### src/ufl_pkg.sv
// shared types, constants and codes for the ultrasonic fill level classifier
package ufl_pkg;

    // field widths
    localparam int ECHO_W  = 15;
    localparam int CM_W    = 9;
    localparam int PCT_W   = 7;
    localparam int CLASS_W = 3;
    localparam int BLINK_W = 2;
    localparam int CFG_IDX_W = 2;
    localparam int CFG_DATA_W = 9;

    // serial divider sizes: echo*17 fits in 20 bits, divisor 1000 needs 10
    localparam int DIV_W  = 20;
    localparam int DVSR_W = 10;
    localparam int DIV_CNT_W = $clog2(DIV_W);

    // conversion constants: 0.034 / 2 cm per us = 17 / 1000
    localparam int unsigned ECHO_DIVISOR = 1000;
    localparam int unsigned FULL_PERCENT = 100;
    localparam int unsigned MEDIUM_LEVEL = 50;
    localparam int unsigned LOW_LEVEL    = 25;

    // default samples averaged per reading
    localparam int SAMPLES_DEFAULT = 5;

    // register reset values
    localparam logic [CM_W-1:0]  BIN_HEIGHT_RST = 9'd100;
    localparam logic [CM_W-1:0]  MAX_DIST_RST   = 9'd400;
    localparam logic [PCT_W-1:0] FULL_THR_RST   = 7'd90;
    localparam logic [PCT_W-1:0] NEAR_THR_RST   = 7'd75;

    // configuration register indexes
    typedef enum logic [CFG_IDX_W-1:0] {
        REG_BIN_HEIGHT = 2'd0,
        REG_MAX_DIST   = 2'd1,
        REG_FULL_THR   = 2'd2,
        REG_NEAR_THR   = 2'd3
    } cfg_idx_t;

    // fill classes
    typedef enum logic [CLASS_W-1:0] {
        CLASS_EMPTY  = 3'd0,
        CLASS_LOW    = 3'd1,
        CLASS_MEDIUM = 3'd2,
        CLASS_NEAR   = 3'd3,
        CLASS_FULL   = 3'd4
    } fill_class_t;

    // alert led modes
    typedef enum logic [BLINK_W-1:0] {
        BLINK_OFF  = 2'd0,
        BLINK_SLOW = 2'd1,
        BLINK_FAST = 2'd2
    } blink_t;

    // sequencer states
    typedef enum logic [2:0] {
        ST_IDLE = 3'd0,
        ST_CONV = 3'd1,
        ST_AVG  = 3'd2,
        ST_FILL = 3'd3
    } state_t;

    // classification result handed to the top level
    typedef struct packed {
        fill_class_t cls;
        logic        changed;
        logic        alert;
        blink_t      blink;
    } class_info_t;

endpackage

### src/ultrasonic_fill_level_classifier_unit.sv
// top level: echo conversion, averaging, fill percent and classification
//
//  channel   handshake             payload
//  echo      echo_valid/stall      echo_time_us
//  result    result_valid/stall    distance_cm fill_percent fill_class
//                                  class_changed alert blink_mode
//  cfg       cfg_valid/ready       cfg_index cfg_data
//
// a sample takes the accept cycle, 20 steps of the serial divider
// for echo*17/1000, then a clip and accumulate step.
// the last sample of a reading adds two more divider passes
// (sum by sample count, then percent by bin height).
// the one shared divider serves all passes, one bit per cycle.
// reset clears the count, the sum, the last class and restores the registers.
// a stalled result holds in the output register while the next samples
// are taken; only the final load of a reading waits for it to drain.
module ultrasonic_fill_level_classifier_unit #(
    parameter int SAMPLES_PER_READING = ufl_pkg::SAMPLES_DEFAULT
) (
    input  logic                          clk,
    input  logic                          rst_n,
    // echo channel
    input  logic                          echo_valid,
    output logic                          echo_stall,
    input  logic [ufl_pkg::ECHO_W-1:0]    echo_time_us,
    // result channel
    output logic                          result_valid,
    input  logic                          result_stall,
    output logic [ufl_pkg::CM_W-1:0]      distance_cm,
    output logic [ufl_pkg::PCT_W-1:0]     fill_percent,
    output logic [ufl_pkg::CLASS_W-1:0]   fill_class,
    output logic                          class_changed,
    output logic                          alert,
    output logic [ufl_pkg::BLINK_W-1:0]   blink_mode,
    // configuration channel
    input  logic                          cfg_valid,
    output logic                          cfg_ready,
    input  logic [ufl_pkg::CFG_IDX_W-1:0] cfg_index,
    input  logic [ufl_pkg::CFG_DATA_W-1:0] cfg_data
);

    localparam int CNT_W = $clog2(SAMPLES_PER_READING + 1);
    localparam int SUM_W = ufl_pkg::CM_W + $clog2(SAMPLES_PER_READING);
    localparam int NUM_W = 16;

    // configuration registers
    logic [ufl_pkg::CM_W-1:0]  bin_depth_reg;
    logic [ufl_pkg::CM_W-1:0]  max_dist_reg;
    logic [ufl_pkg::PCT_W-1:0] full_thr_reg;
    logic [ufl_pkg::PCT_W-1:0] near_thr_reg;

    // sequencer and accumulator state
    ufl_pkg::state_t           state_reg, state_next;
    logic [CNT_W-1:0]          count_reg, count_next;
    logic [SUM_W-1:0]          sum_reg, sum_next;
    ufl_pkg::fill_class_t      last_class_reg, last_class_next;
    logic                      zero_fill_reg, zero_fill_next;
    logic [ufl_pkg::CM_W-1:0]  avg_reg, avg_next;

    // output register
    logic                      res_valid_reg, res_valid_next;
    logic [ufl_pkg::CM_W-1:0]  res_dist_reg, res_dist_next;
    logic [ufl_pkg::PCT_W-1:0] res_pct_reg, res_pct_next;
    ufl_pkg::class_info_t      res_info_reg, res_info_next;

    // divider hookup
    logic                         div_start;
    logic [ufl_pkg::DIV_W-1:0]    div_dividend;
    logic [ufl_pkg::DVSR_W-1:0]   div_divisor;
    logic                         div_busy;
    logic [ufl_pkg::DIV_W-1:0]    div_quotient;

    // datapath helpers
    logic [ufl_pkg::DIV_W-1:0]    echo_x17;
    logic [ufl_pkg::DVSR_W-1:0]   dist_raw;
    logic [ufl_pkg::CM_W-1:0]     dist_valid;
    logic [ufl_pkg::CM_W-1:0]     dist_clip;
    logic [SUM_W-1:0]             sum_total;
    logic [ufl_pkg::CM_W-1:0]     avg_now;
    logic [ufl_pkg::CM_W-1:0]     head_room;
    logic [NUM_W-1:0]             fill_num;
    logic [ufl_pkg::PCT_W-1:0]    level;
    logic                         out_free;
    ufl_pkg::class_info_t         cls_info;

    // echo time times 17
    assign echo_x17 = {1'b0, echo_time_us, 4'b0000} + ufl_pkg::DIV_W'(echo_time_us);

    // replace invalid readings, then clip to bin height
    always_comb
    begin
        dist_raw   = div_quotient[ufl_pkg::DVSR_W-1:0];
        dist_valid = ((dist_raw == '0) || (dist_raw > {1'b0, max_dist_reg}))
                   ? max_dist_reg : dist_raw[ufl_pkg::CM_W-1:0];
        dist_clip  = (dist_valid > bin_depth_reg) ? bin_depth_reg : dist_valid;
        sum_total  = sum_reg + SUM_W'(dist_clip);
    end

    // fill numerator (height - avg) * 100 as shifts
    always_comb
    begin
        avg_now   = div_quotient[ufl_pkg::CM_W-1:0];
        head_room = bin_depth_reg - avg_now;
        fill_num  = {1'b0, head_room, 6'b000000} + {2'b00, head_room, 5'b00000}
                  + {5'b00000, head_room, 2'b00};
    end

    // percent from the divider, clamped, forced to zero when out of range
    always_comb
    begin
        if (zero_fill_reg)
        begin
            level = '0;
        end
        else if (div_quotient > ufl_pkg::DIV_W'(ufl_pkg::FULL_PERCENT))
        begin
            level = ufl_pkg::PCT_W'(ufl_pkg::FULL_PERCENT);
        end
        else
        begin
            level = div_quotient[ufl_pkg::PCT_W-1:0];
        end
    end

    // classification
    ufl_class u_class (
        .level      (level),
        .full_thr   (full_thr_reg),
        .near_thr   (near_thr_reg),
        .last_class (last_class_reg),
        .info       (cls_info)
    );

    // shared serial divider
    ufl_div u_div (
        .clk      (clk),
        .rst_n    (rst_n),
        .start    (div_start),
        .dividend (div_dividend),
        .divisor  (div_divisor),
        .busy     (div_busy),
        .quotient (div_quotient)
    );

    assign out_free = !res_valid_reg || !result_stall;

    // sequencer next state and outputs
    always_comb
    begin
        state_next      = state_reg;
        count_next      = count_reg;
        sum_next        = sum_reg;
        last_class_next = last_class_reg;
        zero_fill_next  = zero_fill_reg;
        avg_next        = avg_reg;
        res_valid_next  = res_valid_reg && result_stall;
        res_dist_next   = res_dist_reg;
        res_pct_next    = res_pct_reg;
        res_info_next   = res_info_reg;
        div_start       = 1'b0;
        div_dividend    = echo_x17;
        div_divisor     = ufl_pkg::DVSR_W'(ufl_pkg::ECHO_DIVISOR);
        echo_stall      = 1'b1;

        unique case (state_reg)
            ufl_pkg::ST_IDLE:
            begin
                echo_stall = 1'b0;
                if (echo_valid)
                begin
                    div_start  = 1'b1;
                    state_next = ufl_pkg::ST_CONV;
                end
            end
            ufl_pkg::ST_CONV:
            begin
                if (!div_busy)
                begin
                    if (count_reg == CNT_W'(SAMPLES_PER_READING - 1))
                    begin
                        count_next   = '0;
                        sum_next     = '0;
                        div_start    = 1'b1;
                        div_dividend = ufl_pkg::DIV_W'(sum_total);
                        div_divisor  = ufl_pkg::DVSR_W'(SAMPLES_PER_READING);
                        state_next   = ufl_pkg::ST_AVG;
                    end
                    else
                    begin
                        count_next = count_reg + 1'b1;
                        sum_next   = sum_total;
                        state_next = ufl_pkg::ST_IDLE;
                    end
                end
            end
            ufl_pkg::ST_AVG:
            begin
                if (!div_busy)
                begin
                    avg_next       = avg_now;
                    zero_fill_next = (bin_depth_reg == '0) || (avg_now > bin_depth_reg);
                    div_start      = 1'b1;
                    div_dividend   = ufl_pkg::DIV_W'(fill_num);
                    div_divisor    = ufl_pkg::DVSR_W'(bin_depth_reg);
                    state_next     = ufl_pkg::ST_FILL;
                end
            end
            ufl_pkg::ST_FILL:
            begin
                if (!div_busy && out_free)
                begin
                    res_valid_next  = 1'b1;
                    res_dist_next   = avg_reg;
                    res_pct_next    = level;
                    res_info_next   = cls_info;
                    last_class_next = cls_info.cls;
                    state_next      = ufl_pkg::ST_IDLE;
                end
            end
            default:
            begin
                state_next = ufl_pkg::ST_IDLE;
            end
        endcase
    end

    // sequencer state register
    always_ff @(posedge clk or negedge rst_n)
    begin
        if (!rst_n)
        begin
            state_reg      <= ufl_pkg::ST_IDLE;
            count_reg      <= '0;
            sum_reg        <= '0;
            last_class_reg <= ufl_pkg::CLASS_EMPTY;
            res_valid_reg  <= 1'b0;
        end
        else
        begin
            state_reg      <= state_next;
            count_reg      <= count_next;
            sum_reg        <= sum_next;
            last_class_reg <= last_class_next;
            res_valid_reg  <= res_valid_next;
        end
    end

    // result payload and scratch values
    always_ff @(posedge clk)
    begin
        zero_fill_reg <= zero_fill_next;
        avg_reg       <= avg_next;
        res_dist_reg  <= res_dist_next;
        res_pct_reg   <= res_pct_next;
        res_info_reg  <= res_info_next;
    end

    // configuration register writes
    always_ff @(posedge clk or negedge rst_n)
    begin
        if (!rst_n)
        begin
            bin_depth_reg  <= ufl_pkg::BIN_HEIGHT_RST;
            max_dist_reg   <= ufl_pkg::MAX_DIST_RST;
            full_thr_reg   <= ufl_pkg::FULL_THR_RST;
            near_thr_reg   <= ufl_pkg::NEAR_THR_RST;
        end
        else if (cfg_valid)
        begin
            unique case (ufl_pkg::cfg_idx_t'(cfg_index))
                ufl_pkg::REG_BIN_HEIGHT: bin_depth_reg  <= cfg_data;
                ufl_pkg::REG_MAX_DIST:   max_dist_reg   <= cfg_data;
                ufl_pkg::REG_FULL_THR:   full_thr_reg   <= cfg_data[ufl_pkg::PCT_W-1:0];
                ufl_pkg::REG_NEAR_THR:   near_thr_reg   <= cfg_data[ufl_pkg::PCT_W-1:0];
                default:                 bin_depth_reg  <= bin_depth_reg;
            endcase
        end
    end

    // port drive
    assign cfg_ready     = 1'b1;
    assign result_valid  = res_valid_reg;
    assign distance_cm   = res_dist_reg;
    assign fill_percent  = res_pct_reg;
    assign fill_class    = res_info_reg.cls;
    assign class_changed = res_info_reg.changed;
    assign alert         = res_info_reg.alert;
    assign blink_mode    = res_info_reg.blink;

    // an accepted word always starts the divider
    a_accept_starts_div: assert property (@(posedge clk) disable iff (!rst_n)
        (echo_valid && !echo_stall) |=> div_busy)
        else $error("accepted echo word did not start the divider");

    // a new result only comes out of the percent pass
    a_result_from_fill: assert property (@(posedge clk) disable iff (!rst_n)
        (res_valid_next && !(res_valid_reg && result_stall)) |->
        (state_reg == ufl_pkg::ST_FILL && !div_busy))
        else $error("result loaded outside the percent pass");

    // sample count stays inside one reading
    a_count_range: assert property (@(posedge clk) disable iff (!rst_n)
        count_reg <= CNT_W'(SAMPLES_PER_READING - 1))
        else $error("sample count beyond one reading");

    // reported class is remembered for the next change test
    a_last_class: assert property (@(posedge clk) disable iff (!rst_n)
        (state_reg == ufl_pkg::ST_FILL && state_next == ufl_pkg::ST_IDLE) |=>
        (last_class_reg == res_info_reg.cls))
        else $error("last class not updated with reported class");

endmodule

### src/ufl_div.sv
// bit-serial restoring divider, one quotient bit per cycle
module ufl_div (
    input  logic                      clk,
    input  logic                      rst_n,
    input  logic                      start,
    input  logic [ufl_pkg::DIV_W-1:0]  dividend,
    input  logic [ufl_pkg::DVSR_W-1:0] divisor,
    output logic                      busy,
    output logic [ufl_pkg::DIV_W-1:0]  quotient
);

    logic                            busy_reg, busy_next;
    logic [ufl_pkg::DIV_CNT_W-1:0]   cnt_reg, cnt_next;
    logic [ufl_pkg::DIV_W-1:0]       quo_reg, quo_next;
    logic [ufl_pkg::DVSR_W-1:0]      rem_reg, rem_next;
    logic [ufl_pkg::DVSR_W-1:0]      dvsr_reg, dvsr_next;
    logic [ufl_pkg::DVSR_W:0]        trial;
    logic [ufl_pkg::DVSR_W:0]        diff;
    logic                            fits;

    // one restoring step: shift next dividend bit into the remainder
    always_comb
    begin
        trial = {rem_reg, quo_reg[ufl_pkg::DIV_W-1]};
        diff  = trial - {1'b0, dvsr_reg};
        fits  = (trial >= {1'b0, dvsr_reg});
    end

    // next state of the divider
    always_comb
    begin
        busy_next = busy_reg;
        cnt_next  = cnt_reg;
        quo_next  = quo_reg;
        rem_next  = rem_reg;
        dvsr_next = dvsr_reg;
        if (start)
        begin
            busy_next = 1'b1;
            cnt_next  = ufl_pkg::DIV_CNT_W'(ufl_pkg::DIV_W - 1);
            quo_next  = dividend;
            rem_next  = '0;
            dvsr_next = divisor;
        end
        else if (busy_reg)
        begin
            quo_next = {quo_reg[ufl_pkg::DIV_W-2:0], fits};
            rem_next = fits ? diff[ufl_pkg::DVSR_W-1:0] : trial[ufl_pkg::DVSR_W-1:0];
            if (cnt_reg == '0)
            begin
                busy_next = 1'b0;
            end
            else
            begin
                cnt_next = cnt_reg - 1'b1;
            end
        end
    end

    // control registers
    always_ff @(posedge clk or negedge rst_n)
    begin
        if (!rst_n)
        begin
            busy_reg <= 1'b0;
            cnt_reg  <= '0;
        end
        else
        begin
            busy_reg <= busy_next;
            cnt_reg  <= cnt_next;
        end
    end

    // datapath registers
    always_ff @(posedge clk)
    begin
        quo_reg  <= quo_next;
        rem_reg  <= rem_next;
        dvsr_reg <= dvsr_next;
    end

    assign busy     = busy_reg;
    assign quotient = quo_reg;

endmodule

### src/ufl_class.sv
// five-way fill classification, change flag, alert and blink mode
module ufl_class (
    input  logic [ufl_pkg::PCT_W-1:0] level,
    input  logic [ufl_pkg::PCT_W-1:0] full_thr,
    input  logic [ufl_pkg::PCT_W-1:0] near_thr,
    input  ufl_pkg::fill_class_t      last_class,
    output ufl_pkg::class_info_t      info
);

    logic is_full;
    logic is_near;

    // threshold tests shared by class and blink mode
    assign is_full = (level >= full_thr);
    assign is_near = (level >= near_thr);

    // class, change and led mode
    always_comb
    begin
        priority if (is_full)
        begin
            info.cls = ufl_pkg::CLASS_FULL;
        end
        else if (is_near)
        begin
            info.cls = ufl_pkg::CLASS_NEAR;
        end
        else if (level >= ufl_pkg::PCT_W'(ufl_pkg::MEDIUM_LEVEL))
        begin
            info.cls = ufl_pkg::CLASS_MEDIUM;
        end
        else if (level >= ufl_pkg::PCT_W'(ufl_pkg::LOW_LEVEL))
        begin
            info.cls = ufl_pkg::CLASS_LOW;
        end
        else
        begin
            info.cls = ufl_pkg::CLASS_EMPTY;
        end

        priority if (is_full)
        begin
            info.blink = ufl_pkg::BLINK_FAST;
        end
        else if (is_near)
        begin
            info.blink = ufl_pkg::BLINK_SLOW;
        end
        else
        begin
            info.blink = ufl_pkg::BLINK_OFF;
        end

        info.changed = (info.cls != last_class);
        info.alert   = info.changed &&
                       ((info.cls == ufl_pkg::CLASS_NEAR) || (info.cls == ufl_pkg::CLASS_FULL));
    end

endmodule
### config.mk
export PLATFORM = sky130hd
export DESIGN_NAME = ultrasonic_fill_level_classifier_unit
export DESIGN_NICKNAME = d
export VERILOG_FILES = /design/src/ufl_pkg.sv /design/src/ultrasonic_fill_level_classifier_unit.sv /design/src/ufl_div.sv /design/src/ufl_class.sv
export SDC_FILE = /design/constraint.sdc
export NUM_CORES = 1
export LEC_CHECK = 0
export ABC_CLOCK_PERIOD_IN_PS = 11300
export BUFFER_PORTS_ARGS = -buffer_cell sky130_fd_sc_hd__buf_2
export CAP_MARGIN = 20
export CORE_MARGIN = 2
export CORE_UTILIZATION = 60
export CTS_CLUSTER_DIAMETER = 80
export DETAILED_ROUTE_END_ITERATION = 7
export GPL_TIMING_DRIVEN = 0
export PLACE_DENSITY = 0.79
export SYNTH_ARGS = -nofsm -noshare
export SYNTH_HDL_FRONTEND = slang
export SYNTH_HIERARCHICAL = 1
export SYNTH_SLANG_ARGS = --single-unit
### constraint.sdc
create_clock -name clk -period 11.3 [get_ports clk]
set_input_delay 1.13 -clock clk [delete_from_list [all_inputs] [get_ports clk]]
set_output_delay 1.13 -clock clk [all_outputs]
set_load 0.01 [all_outputs]
**Word-level counts from Yosys, hierarchy flattened**

Index checks and enable logic that the tools add are counted.

- Register bits after elaboration: 133
- Bits of input ports: 31
- Output and inout bits: 26
- Word-level logic and storage cells: 122

- $add $sub $neg: 8
- Magnitude comparators: 9
- Equality and inequality tests: 15
- Mux-type cells: 42
- Bitwise gates (word level): 1
- Reduce and logical (&&, ||, !) cells: 25

Operators with widths:

| kind | number |
|---|---|
| $mux 20 | 5 |
| $mux 10 | 4 |
| $pmux 20 s2 | 1 |
| $mux 3 | 8 |
| $add 19x15->20 | 1 |
| $gt 20x7->1 const B | 1 |
| $pmux 10 s2 | 1 |
| $gt 9x9->1 | 2 |
| $mux 9 | 2 |
| $add 15x14->16 | 1 |
| $add 16x11->16 | 1 |
| $reduce_and 2->1 | 8 |
| $mux 5 | 3 |
| $ge 7x7->1 | 2 |
| $mux 7 | 2 |
| $add 12x9->12 | 1 |
| $mux 1 | 12 |
| $mux 12 | 1 |
| $pmux 3 s4 | 1 |
| $ge 11x10->1 | 1 |
| $gt 10x9->1 | 1 |
| $logic_not 10->1 | 1 |
| $ne 2x2->1 const B | 5 |
| $sub 10x10->10 | 1 |
| 23 further kinds | 34 |

**Depth between registers and ports, before layout**

Gate-level depths: netlist (run 1).

- Depth in word-level cells: 11
- Depth in mapped cells: 24
- Mapped depth without buffers: 23

**By module**

The synthesis (run 1) kept the hierarchy.

Modules (own cells, without submodules):

| module | times used | cells an instance | area each (um^2) |
|---|---|---|---|
| ultrasonic_fill_level_classifier_unit | 1 | 616 | 6,164.7 |
| ufl_div | 1 | 213 | 2,441.1 |
| ufl_class | 1 | 68 | 531.8 |

**Worst setup path after synthesis (run 1)**

Ideal clock, no wire load.

- Kind: reg-to-reg
- From: register max_dist_reg[7] (netlist bit)
- To: register u_div.quo_reg (netlist bit u_div/quotient[10]), data pin
- Setup time: 0.260 ns
- Arrival time: 5.363 ns
- Required time: 11.040 ns
- Slack: 5.678 ns
- Cell stages (with the launch flop): 24
- Path buffers: 1
- Cells stage by stage: dfstp_2 -> inv_1 -> ha_1 -> and4_1 -> a2111o_1 -> o32ai_4 -> nand2_4 -> mux2i_1 -> ha_1 -> nand2b_1 -> a21oi_1 -> o21ai_1 -> a21oi_1 -> o31a_1 -> buf_1 -> mux2_2 -> ha_1 -> a211oi_1 -> nor2_1 -> a211oi_1 -> a2bb2oi_1 -> xnor2_1 -> o221ai_1 -> mux2_2

- Word-level cells in the longest chain between the ends: 10

RTL lines:

| item | RTL line | source |
|---|---|---|
| start: declaration | ultrasonic_fill_level_classifier_unit.sv:48 | `logic [ufl_pkg::CM_W-1:0] max_dist_reg;` |
| start signal: assignment | ultrasonic_fill_level_classifier_unit.sv:264 | `max_dist_reg <= ufl_pkg::MAX_DIST_RST;` |
| start signal: assignment | ultrasonic_fill_level_classifier_unit.sv:272 | `ufl_pkg::REG_MAX_DIST: max_dist_reg <= cfg_data;` |
| $gt 10x9->1 | ultrasonic_fill_level_classifier_unit.sv:93 | `dist_valid = ((dist_raw == '0) \|\| (dist_raw > {1'b0, max_dist_reg}))` |
| $logic_or 1x1->1 | ultrasonic_fill_level_classifier_unit.sv:93 |  |
| $mux 9 (*) | ultrasonic_fill_level_classifier_unit.sv:94 | `? max_dist_reg : dist_raw[ufl_pkg::CM_W-1:0];` |
| $gt 9x9->1 | ultrasonic_fill_level_classifier_unit.sv:95 | `dist_clip = (dist_valid > bin_depth_reg) ? bin_depth_reg : dist_valid;` |
| $mux 9 (*) | ultrasonic_fill_level_classifier_unit.sv:95 |  |
| $add 12x9->12 (*) | ultrasonic_fill_level_classifier_unit.sv:96 | `sum_total = sum_reg + SUM_W'(dist_clip);` |
| $mux 20 (*) | ultrasonic_fill_level_classifier_unit.sv:179 | `if (count_reg == CNT_W'(SAMPLES_PER_READING - 1))` |
| $mux 20 (*) | ultrasonic_fill_level_classifier_unit.sv:177 | `if (!div_busy)` |
| $pmux 20 s2 (*) | ultrasonic_fill_level_classifier_unit.sv:165 | `unique case (state_reg)` |
| via div_dividend, one bit | ultrasonic_fill_level_classifier_unit.sv:68 | `logic [ufl_pkg::DIV_W-1:0] div_dividend;` |
| $mux 20 (*) | ufl_div.sv:37 | `if (start)` |
| via u_div.quo_next, one bit | ufl_div.sv:14 | `logic [ufl_pkg::DIV_W-1:0] quo_reg, quo_next;` |
| end signal: assignment | ufl_div.sv:78 | `quo_reg <= quo_next;` |
| end: declaration | ufl_div.sv:14 |  |

Mark *: on every way through the listed nets, which the timed path passes. The rest lies on a longest branch.
A chain may end at the register's enable or synchronous reset.

**Worst setup path after layout (run 1)**

Ends and elaborated chain as after synthesis.

==> results of run 1 <==
[placed cells by master (no fill, tap or decap), types with 10 or more instances in the layout]
| master | Yosys | layout |
|---|---|---|
| a211oi_1 | 10 | 10 |
| a21o_1 | 19 | 19 |
| a21oi_1 | 42 | 42 |
| a31oi_1 | 10 | 10 |
| buf_2 | 1 | 56 |
| clkbuf_1 | 14 | 16 |
| clkbuf_16 | 0 | 19 |
| dfrtp_1 | 45 | 45 |
| dfstp_2 | 14 | 14 |
| dfxtp_1 | 10 | 10 |
| edfxtp_1 | 63 | 63 |
| fa_1 | 10 | 10 |
| ha_1 | 94 | 94 |
| inv_1 | 89 | 89 |
| mux2_2 | 49 | 49 |
| mux2i_1 | 11 | 11 |
| nand2_1 | 77 | 77 |
| nand3_1 | 14 | 14 |
| nand4_1 | 10 | 10 |
| nor2_1 | 42 | 42 |
| nor3_1 | 13 | 13 |
| o21ai_0 | 35 | 35 |
| o21ai_1 | 18 | 18 |
| xnor2_1 | 26 | 26 |
| xor2_1 | 18 | 18 |
[per-stage QoR]
step,hold WS (ns),utilization [%],instance area (um2)
final,0.4151,68.36,10280
after detailed placement,0.4052,64.31,9668
after global placement,0.4026,64.18,9648
after global routing,0.4196,68.36,10280
after CTS,0.4151,68.31,10270
after floorplan,0.4003,-,9138
[worst max-delay path, cell delays in order, from the launching register on]
cell and delay, ns:
dfstp_2 0.53, inv_1 0.07, ha_1 0.30, and4_1 0.23, a2111o_1 0.40, o32ai_4 0.33, nand2_4 0.16, mux2i_1 0.33
ha_1 0.23, o21ai_1 0.07, a21oi_1 0.12, o21ai_1 0.07, a21oi_1 0.15, o31a_1 0.13, buf_1 0.44, mux2_2 0.43
ha_1 0.37, a211oi_1 0.38, nor2_1 0.09, a211oi_1 0.31, a2bb2oi_1 0.33, xnor2_1 0.22, o221ai_1 0.16, mux2_2 0.27
[cell families (layout without fill, tap and decap cells)]
group                      after synthesis  count (layout)
other                                    1               1
muxes                                   62              62
AOI/OAI and AO/OA                      226             226
xor gates and xnor gates                44              44
and+or+nand+nor                        218             218
buffers and inverters                  110             199
adders and majority gates              104             104
DFF                                    132             132
[per-layer routing]
layer  global-route usage, %  vias to the layer above
met4                   10.28                        0
met3                   6.114                       38
met2                   43.60                      286
met5                       0                        -
met1                   37.74                     3475
li1                        -                     3441
[worst paths after layout]
| path | startpoint | cells past startpoint | slack (ns) | to |
|---|---|---|---|---|
| max | max_dist_reg[7] | 23 | 4.91 | u_div/quotient[10] |
| min | avg_reg[1] | 0 | 0.42 | distance_cm[1] |
| max reg2reg | max_dist_reg[7] | 23 | 4.91 | u_div/quotient[10] |
| min reg2reg | avg_reg[1] | 0 | 0.42 | distance_cm[1] |
| max in group asynchronous | rst_n | 2 | 9.73 | full_thr_reg[4] |
| min in group asynchronous | rst_n | 1 | 0.83 | u_div/busy |
[layout make-up]
class	instances	area, um2	area share (%)
well taps	188	235.2	2.289
multi-input cells	655	5126	49.88
flip-flops and latches	132	3586	34.89
clock buffers	23	510.5	4.967
clock inverters	9	91.34	0.8887
plain buffers	20	87.58	0.8522
repair buffers	57	302.8	2.946
inverters	90	337.8	3.287
==> results.toml, run 1 <==
[critical_path]
required_ns = 11.46
worst_setup_path_end_kind = "flip-flop"
arrival_ns = 6.56
crit_fanout = 10
crit_type = "flip-flop to flip-flop"
start_kind = "flip-flop"

[final_layout]
drive_above_1_share_pct = 17.65
largest_reg_flops = 20
n_antenna_cell = 0
fillCellCount = 1130
nets = 1108
synthToLayoutAreaGrowth_pct = 12.47
layout.cells.non_filler = 1174

[timing]
period_minus_slack_ns = 6.393
setup_tns_ns = 0
maxSlewViolCount = 0
period_share_pct = 56.58
max-slew-margin-rel_pct = 38.34
rsz0062_at_grt = "false"
fin_ws_ns = 4.907
setup_viol = 0
finalHoldViolations = 0
worst_pin_slew_ns = 0.9238
fin_worst_skew_ns = 0.008577
fmax_mhz = 156.4

[synthesis]
synth_top_family_by_area = "compound AO/OA/AOI/OAI gates"
syn_area_per_cell_um2 = 10.19
synth.ff_latch_count = 132
synth_top_area_share_pct = 20.70
synth-xor-area-share_pct = 4.217
yosysWarnings = 6
synthSimpleGateAreaFrac_pct = 11.87
ys.flop_type = "edfxtp_1"
synth_edf_count = 63
synth_area_um2 = 9138
yosys.area.top_type = "edfxtp_1"
synthTopCellsByArea = "edfxtp_1 21%, ha_1 13%, dfrtp_1 12%, mux2_2 6.0%, dfstp_2 4.0%"
synth_compound_area_share_pct = 17.42
ys_seq_area_share_pct = 39.24
synth_common_cells = "94 x ha_1, 89 x inv_1, 77 x nand2_1"
synthMuxAreaShare_pct = 7.490
syn_inst = 897
synth_most_common_cell = "ha_1"
syn_nets = 1032
yosysUniqueCellTypes = 84
async_flop_share_pct = 44.70
synthAdderAreaFrac_pct = 15.06

[placed_design]
portBuffers = 55
gp_congestion = 0.9017
dp_cells = 1141
dp_hpwl_um = 16370
dp_worst_setup_slack_ns = 5.025

[routing]
post_drt_wl_per_cell_um = 18.58
wl_met2_um = 10150
dr.pass1.iters = 5
dr.first_iter.drc_count = 651
num_vias = 7240
met1_length_um = 9607
drcViolationCount = 0
route.met3.wl_um = 1524
ant_nets = 0
via_per_inst = 6.167
wl_um = 21810
highest_layer = "met4"

[clocking]
cts_setup_buffers = 0
clkLatencyLatePin_ns = 0.42
h-tree-depth = 4
cts_root_buf = "clkbuf_16"
cts_hold_buf = 0
cts_tree = "yes"
clk_pin_slew_worst_paths_ns = 0.06
numCtsBuffers = 17
cts_resized = 0
cts_sinks = 132
clockBufferDepth = 2

[global_route]
antenna_found_initial = 0
grt_use_total_pct = 27.67
overflow = 0
grt_max_degree = 33
grt_pass1_vias = 7091
grt_pass1_wl_um = 35270

[die]
rows = 45
die_h_um = 127.4
dieArea_um2 = 16230
initial_core_util_pct = 60.78
core_area_um2 = 15030
ios = 57
dieWidth_um = 127.4

[run]
cap_violations = 0

[run_status]
outcome = "completed"

[min_path]
hold_class = "flip-flop to flip-flop"
Power of run 1 is left out: the tool's default activity adds up to more than one toggle a clock period on the data nets, which glitch-free logic cannot reach.
==> run 2: changes to the inputs <==
Settings changed: ABC_CLOCK_PERIOD_IN_PS 11300 to 6570.
Clock period 11.3 ns to 6.57 ns, I/O delays scaled along.
==> run 2 against run 1 <==
  * Core utilization hardly changed
  * Wire length down 0.12%
  * Sequential share of layout area about the same
==> results.toml, run 2 (synthesis results as in run 1) <==
[clocking]
cts_setup_buffers = 0
clockBufferDepth = 2
clkLatencyLatePin_ns = 0.42
cts_tree = "yes"
cts_root_buf = "clkbuf_16"
numCtsBuffers = 17
h-tree-depth = 4
clk_pin_slew_worst_paths_ns = 0.06
cts_sinks = 132

[global_route]
grt_pass1_vias = 7091
overflow = 0
grt_use_total_pct = 27.67
antenna_found_initial = 0
grt_pass1_wl_um = 35270
grt_max_degree = 33

[final_layout]
multiInputGateArea_um2 = 5127
drive_above_1_share_pct = 17.77
register_area_um2 = 3586
synthToLayoutAreaGrowth_pct = 12.45
nets = 1107
layout_commonest_cell = "ha_1"
n_antenna_cell = 0
layout_common_cells = "94 x ha_1, 89 x inv_1, 77 x nand2_1"
largest_reg_flops = 20
fillCellCount = 1130

[critical_path]
arrival_ns = 6.30
worst_setup_path_end_kind = "flip-flop"
r2r-end = "u_div/quotient[10]"
reg2regPathDepth = 22
critPathMaxStageDelay_ns = 0.53
rrSetupSlack_ns = 0.44
required_ns = 6.73
path_delay_family = "compound AO/OA/AOI/OAI gates"
start_kind = "flip-flop"
crit_type = "flip-flop to flip-flop"
path_cells = "inv_1 > ha_1 > and4_1 > a2111o_1 > o32ai_4 > nand2_4 > mux2i_1 > ha_1 > o21ai_1 > a21oi_1 > o21ai_1 > a21oi_1 > o31a_2 > mux2_2 > ha_1 > a211oi_1 > nor2_1 > a211oi_1 > a2bb2oi_1 > xnor2_1 > o221ai_1 > mux2_2"
crit_fanout = 10
crit_buf_inv = 1
cp_common_cell = "ha_1"
rr_startpoint = "max_dist_reg[7]"
cp_slowest_cell = "dfstp_2"

[timing]
period_minus_slack_ns = 6.132
maxSlewViolCount = 0
setup_viol = 0
finalHoldViolations = 0
max-slew-margin-rel_pct = 38.77
timing.hold.ws_ns = 0.3613
rsz0062_at_grt = "false"
period_share_pct = 93.33
worst_pin_slew_ns = 0.9164
setup_tns_ns = 0
fmax_mhz = 163.1
fin_worst_skew_ns = 0.007810

[run_status]
outcome = "completed"

[die]
initial_core_util_pct = 60.78
die_h_um = 127.4
ios = 57
core_area_um2 = 15030
dieWidth_um = 127.4
rows = 45
dieArea_um2 = 16230

[routing]
wl_um = 21780
ant_nets = 0
dr.first_iter.drc_count = 561
num_vias = 7268
via_per_inst = 6.196
post_drt_wl_per_cell_um = 18.57
dr.pass1.iters = 5
drcViolationCount = 0

[placed_design]
portBuffers = 55
gp_congestion = 0.9017
dp_hpwl_um = 16370

[min_path]
hold_class = "input port to asynchronous set/reset pin"

[run]
cap_violations = 0
[run 2: cell count changes in the layout (fill, tap and decap cells not counted), sizes merged]
| cell | before | now |
|---|---|---|
| buf | 63 | 62 |
[run 2: repair_timing]
action,CTS,global route
gates resized for setup,0,1
setup endpoints to repair,0,3
hold buffers,0,0
[run 2: layout make-up]
class | instances | area share (%)
inverters | 90 | 3.288
well taps | 188 | 2.289
clock buffers | 23 | 4.968
plain buffers | 19 | 0.8159
flip-flops and latches | 132 | 34.90
multi-input cells | 655 | 49.90
clock inverters | 9 | 0.8889
repair buffers | 57 | 2.947
[run 2: worst max path at each step]
stage	from	endpoint	slack [ns]	cells after the start
floorplan	max_dist_reg[7]	u_div/quotient[10]	0.95	23
global placement	max_dist_reg[7]	u_div/quotient[10]	0.34	23
detailed placement	max_dist_reg[7]	u_div/quotient[10]	0.29	23
CTS	max_dist_reg[7]	u_div/quotient[10]	0.24	23
global route	max_dist_reg[7]	u_div/quotient[10]	0.05	22
finish	max_dist_reg[7]	u_div/quotient[10]	0.44	22
[run 2: per-layer routing]
layer | up-vias | routed length, um | global-route usage (%)
li1 | 3439 | - | -
met1 | 3485 | 9422 | 37.74
met2 | 298 | 10160 | 43.60
met3 | 46 | 1624 | 6.114
met4 | 0 | 574 | 10.28
met5 | - | 0 | 0
[run 2: metrics by stage]
step / utilization [%] / std cells / instance area (um2) / worst slack (ns)
finish: 68.35 / 1173 / 10270 / 0.4379
global route: 68.35 / 1173 / 10270 / 0.04926
CTS: 68.31 / 1173 / 10270 / 0.2434
detailed placement: 64.31 / 1141 / 9668 / 0.2950
global placement: 64.18 / 1140 / 9648 / 0.3434
floorplan: - / 897 / 9138 / 0.9475
[run 2: worst reg2reg max path, cell delays in order (launching register included)]
cell and delay [ns]:
dfstp_2 0.53, inv_1 0.07, ha_1 0.30, and4_1 0.23
a2111o_1 0.40, o32ai_4 0.33, nand2_4 0.16, mux2i_1 0.32
ha_1 0.31, o21ai_1 0.12, a21oi_1 0.05, o21ai_1 0.11
a21oi_1 0.08, o31a_2 0.41, mux2_2 0.34, ha_1 0.37
a211oi_1 0.38, nor2_1 0.09, a211oi_1 0.31, a2bb2oi_1 0.33
xnor2_1 0.21, o221ai_1 0.15, mux2_2 0.27
Power of run 2 is left out for the same reason.
==> run 3: changes to the inputs <==
Settings changed: ABC_CLOCK_PERIOD_IN_PS 6570 to 7200, PLACE_DENSITY 0.79 to 0.77.
Clock period 6.57 ns to 7.2 ns, I/O delays scaled along.
==> run 3 against run 2 <==
  * Core utilization down 0.058 points
  * Hold slack improved by 0.0093 ns
  * Register-to-register slack better by 0.34 ns
  * Critical path type unchanged
  * Largest cell class unchanged
==> results.toml, run 3 (synthesis results as in run 1) <==
[die]
die_h_um = 127.4
core_area_um2 = 15030
initial_core_util_pct = 60.78
dieArea_um2 = 16230
dieWidth_um = 127.4
ios = 57
rows = 45

[routing]
drcViolationCount = 0
dr.first_iter.drc_count = 638
post_drt_wl_per_cell_um = 18.09
wl_um = 21230
dr.pass1.iters = 5
via_per_inst = 6.138
num_vias = 7206
ant_nets = 0

[final_layout]
layout_commonest_cell = "ha_1"
synthToLayoutAreaGrowth_pct = 12.35
nets = 1108
layout_common_cells = "94 x ha_1, 89 x inv_1, 77 x nand2_1"
fillCellCount = 1135
drive_above_1_share_pct = 17.65
largest_reg_flops = 20
n_antenna_cell = 0

[clocking]
clkLatencyLatePin_ns = 0.42
numCtsBuffers = 17
cts_hold_buf = 0
clockBufferDepth = 2
cts_tree = "yes"
h-tree-depth = 4
cts_setup_buffers = 0
cts_root_buf = "clkbuf_16"
clk_pin_slew_worst_paths_ns = 0.06
cts_resized = 0
cts_sinks = 132

[timing]
worst_pin_slew_ns = 0.9665
period_minus_slack_ns = 6.418
fin_worst_skew_ns = 0.006650
max-slew-margin-rel_pct = 35.42
maxSlewViolCount = 0
rsz0062_at_grt = "false"
finalHoldViolations = 0
period_share_pct = 89.13
setup_viol = 0
setup_tns_ns = 0
fmax_mhz = 155.8

[min_path]
hold_class = "input port to asynchronous set/reset pin"

[global_route]
grt_max_degree = 32
grt_pass1_vias = 7049
overflow = 0
antenna_found_initial = 0
grt_pass1_wl_um = 34940
grt_use_total_pct = 27.40

[critical_path]
path_cells = "inv_1 > ha_1 > and4_1 > a2111o_1 > o32ai_4 > nand2_4 > mux2i_1 > ha_1 > o21ai_1 > a21oi_1 > o21ai_1 > a21oi_1 > o31a_1 > buf_1 > mux2_2 > ha_1 > a211oi_1 > nor2_1 > a211oi_1 > a2bb2oi_1 > xnor2_1 > o221ai_1 > mux2_2"
cp_slowest_cell = "dfstp_2"
cp_common_cell = "ha_1"
critPathMaxStageDelay_ns = 0.53
crit_buf_inv = 2
start_kind = "flip-flop"
crit_fanout = 10
path_delay_family = "compound AO/OA/AOI/OAI gates"
worst_setup_path_end_kind = "flip-flop"
required_ns = 7.37
arrival_ns = 6.58
crit_type = "flip-flop to flip-flop"

[placed_design]
portBuffers = 55
gp_congestion = 0.9490
dp_hpwl_um = 16150

[run_status]
outcome = "completed"

[run]
cap_violations = 0
-- run 3: worst register-to-register path: cells and delay by family, from the launching register on --
family	cells	cell delay [ns]
AOI/OAI and AO/OA	11	2.50
muxes	3	1.01
buffers and inverters	2	0.51
adders and majority gates	3	0.92
DFF	1	0.53
xor gates and xnor gates	1	0.21
and+or+nand+nor	3	0.49
-- run 3: cell type report --
class	count	area [um2]	share of cell area, %
Tap cell	188	235.2	2.291
Timing Repair Buffer	57	302.8	2.949
Multi-Input combinational cell	655	5126	49.93
Clock inverter	11	125.1	1.219
Buffer	20	87.58	0.8531
Clock buffer	21	465.4	4.534
Sequential cell	132	3586	34.93
Inverter	90	337.8	3.291
-- run 3: worst paths after layout --
path | slack (ns) | cells after the start | endpoint | from
worst min register to register | 0.41 | 0 | distance_cm[4] | avg_reg[4]
worst min-delay path | 0.37 | 1 | u_div/cnt_reg[3] | rst_n
worst max register to register | 0.78 | 23 | u_div/quotient[10] | max_dist_reg[7]
min in group clk | 0.41 | 0 | distance_cm[4] | avg_reg[4]
max in group asynchronous | 6.13 | 2 | bin_depth_reg[2] | rst_n
worst max-delay path | 0.78 | 23 | u_div/quotient[10] | max_dist_reg[7]
-- run 3: metrics by stage --
| stage | hold WS, ns | std cells | worst slack [ns] | cell area, um2 | util [%] |
|---|---|---|---|---|---|
| 5_1_grt | 0.4209 | 1174 | 0.3471 | 10270 | 68.29 |
| 3_3_place_gp | 0.4030 | 1140 | 0.9222 | 9648 | 64.18 |
| 6_report | 0.3706 | 1174 | 0.7824 | 10270 | 68.29 |
| 2_1_floorplan | 0.4003 | 897 | 1.578 | 9138 | - |
| 4_1_cts | 0.3943 | 1173 | 0.7935 | 10260 | 68.24 |
| 3_5_place_dp | 0.4052 | 1141 | 0.8251 | 9668 | 64.31 |
-- run 3: per-layer routing --
layer / share of wire [%] / GRT usage [%]
met1: 45 / 38.16
met2: 46 / 42.53
met3: 6.1 / 5.988
met4: 2.4 / 9.761
met5: 0 / 0
Power of run 3 is left out for the same reason.
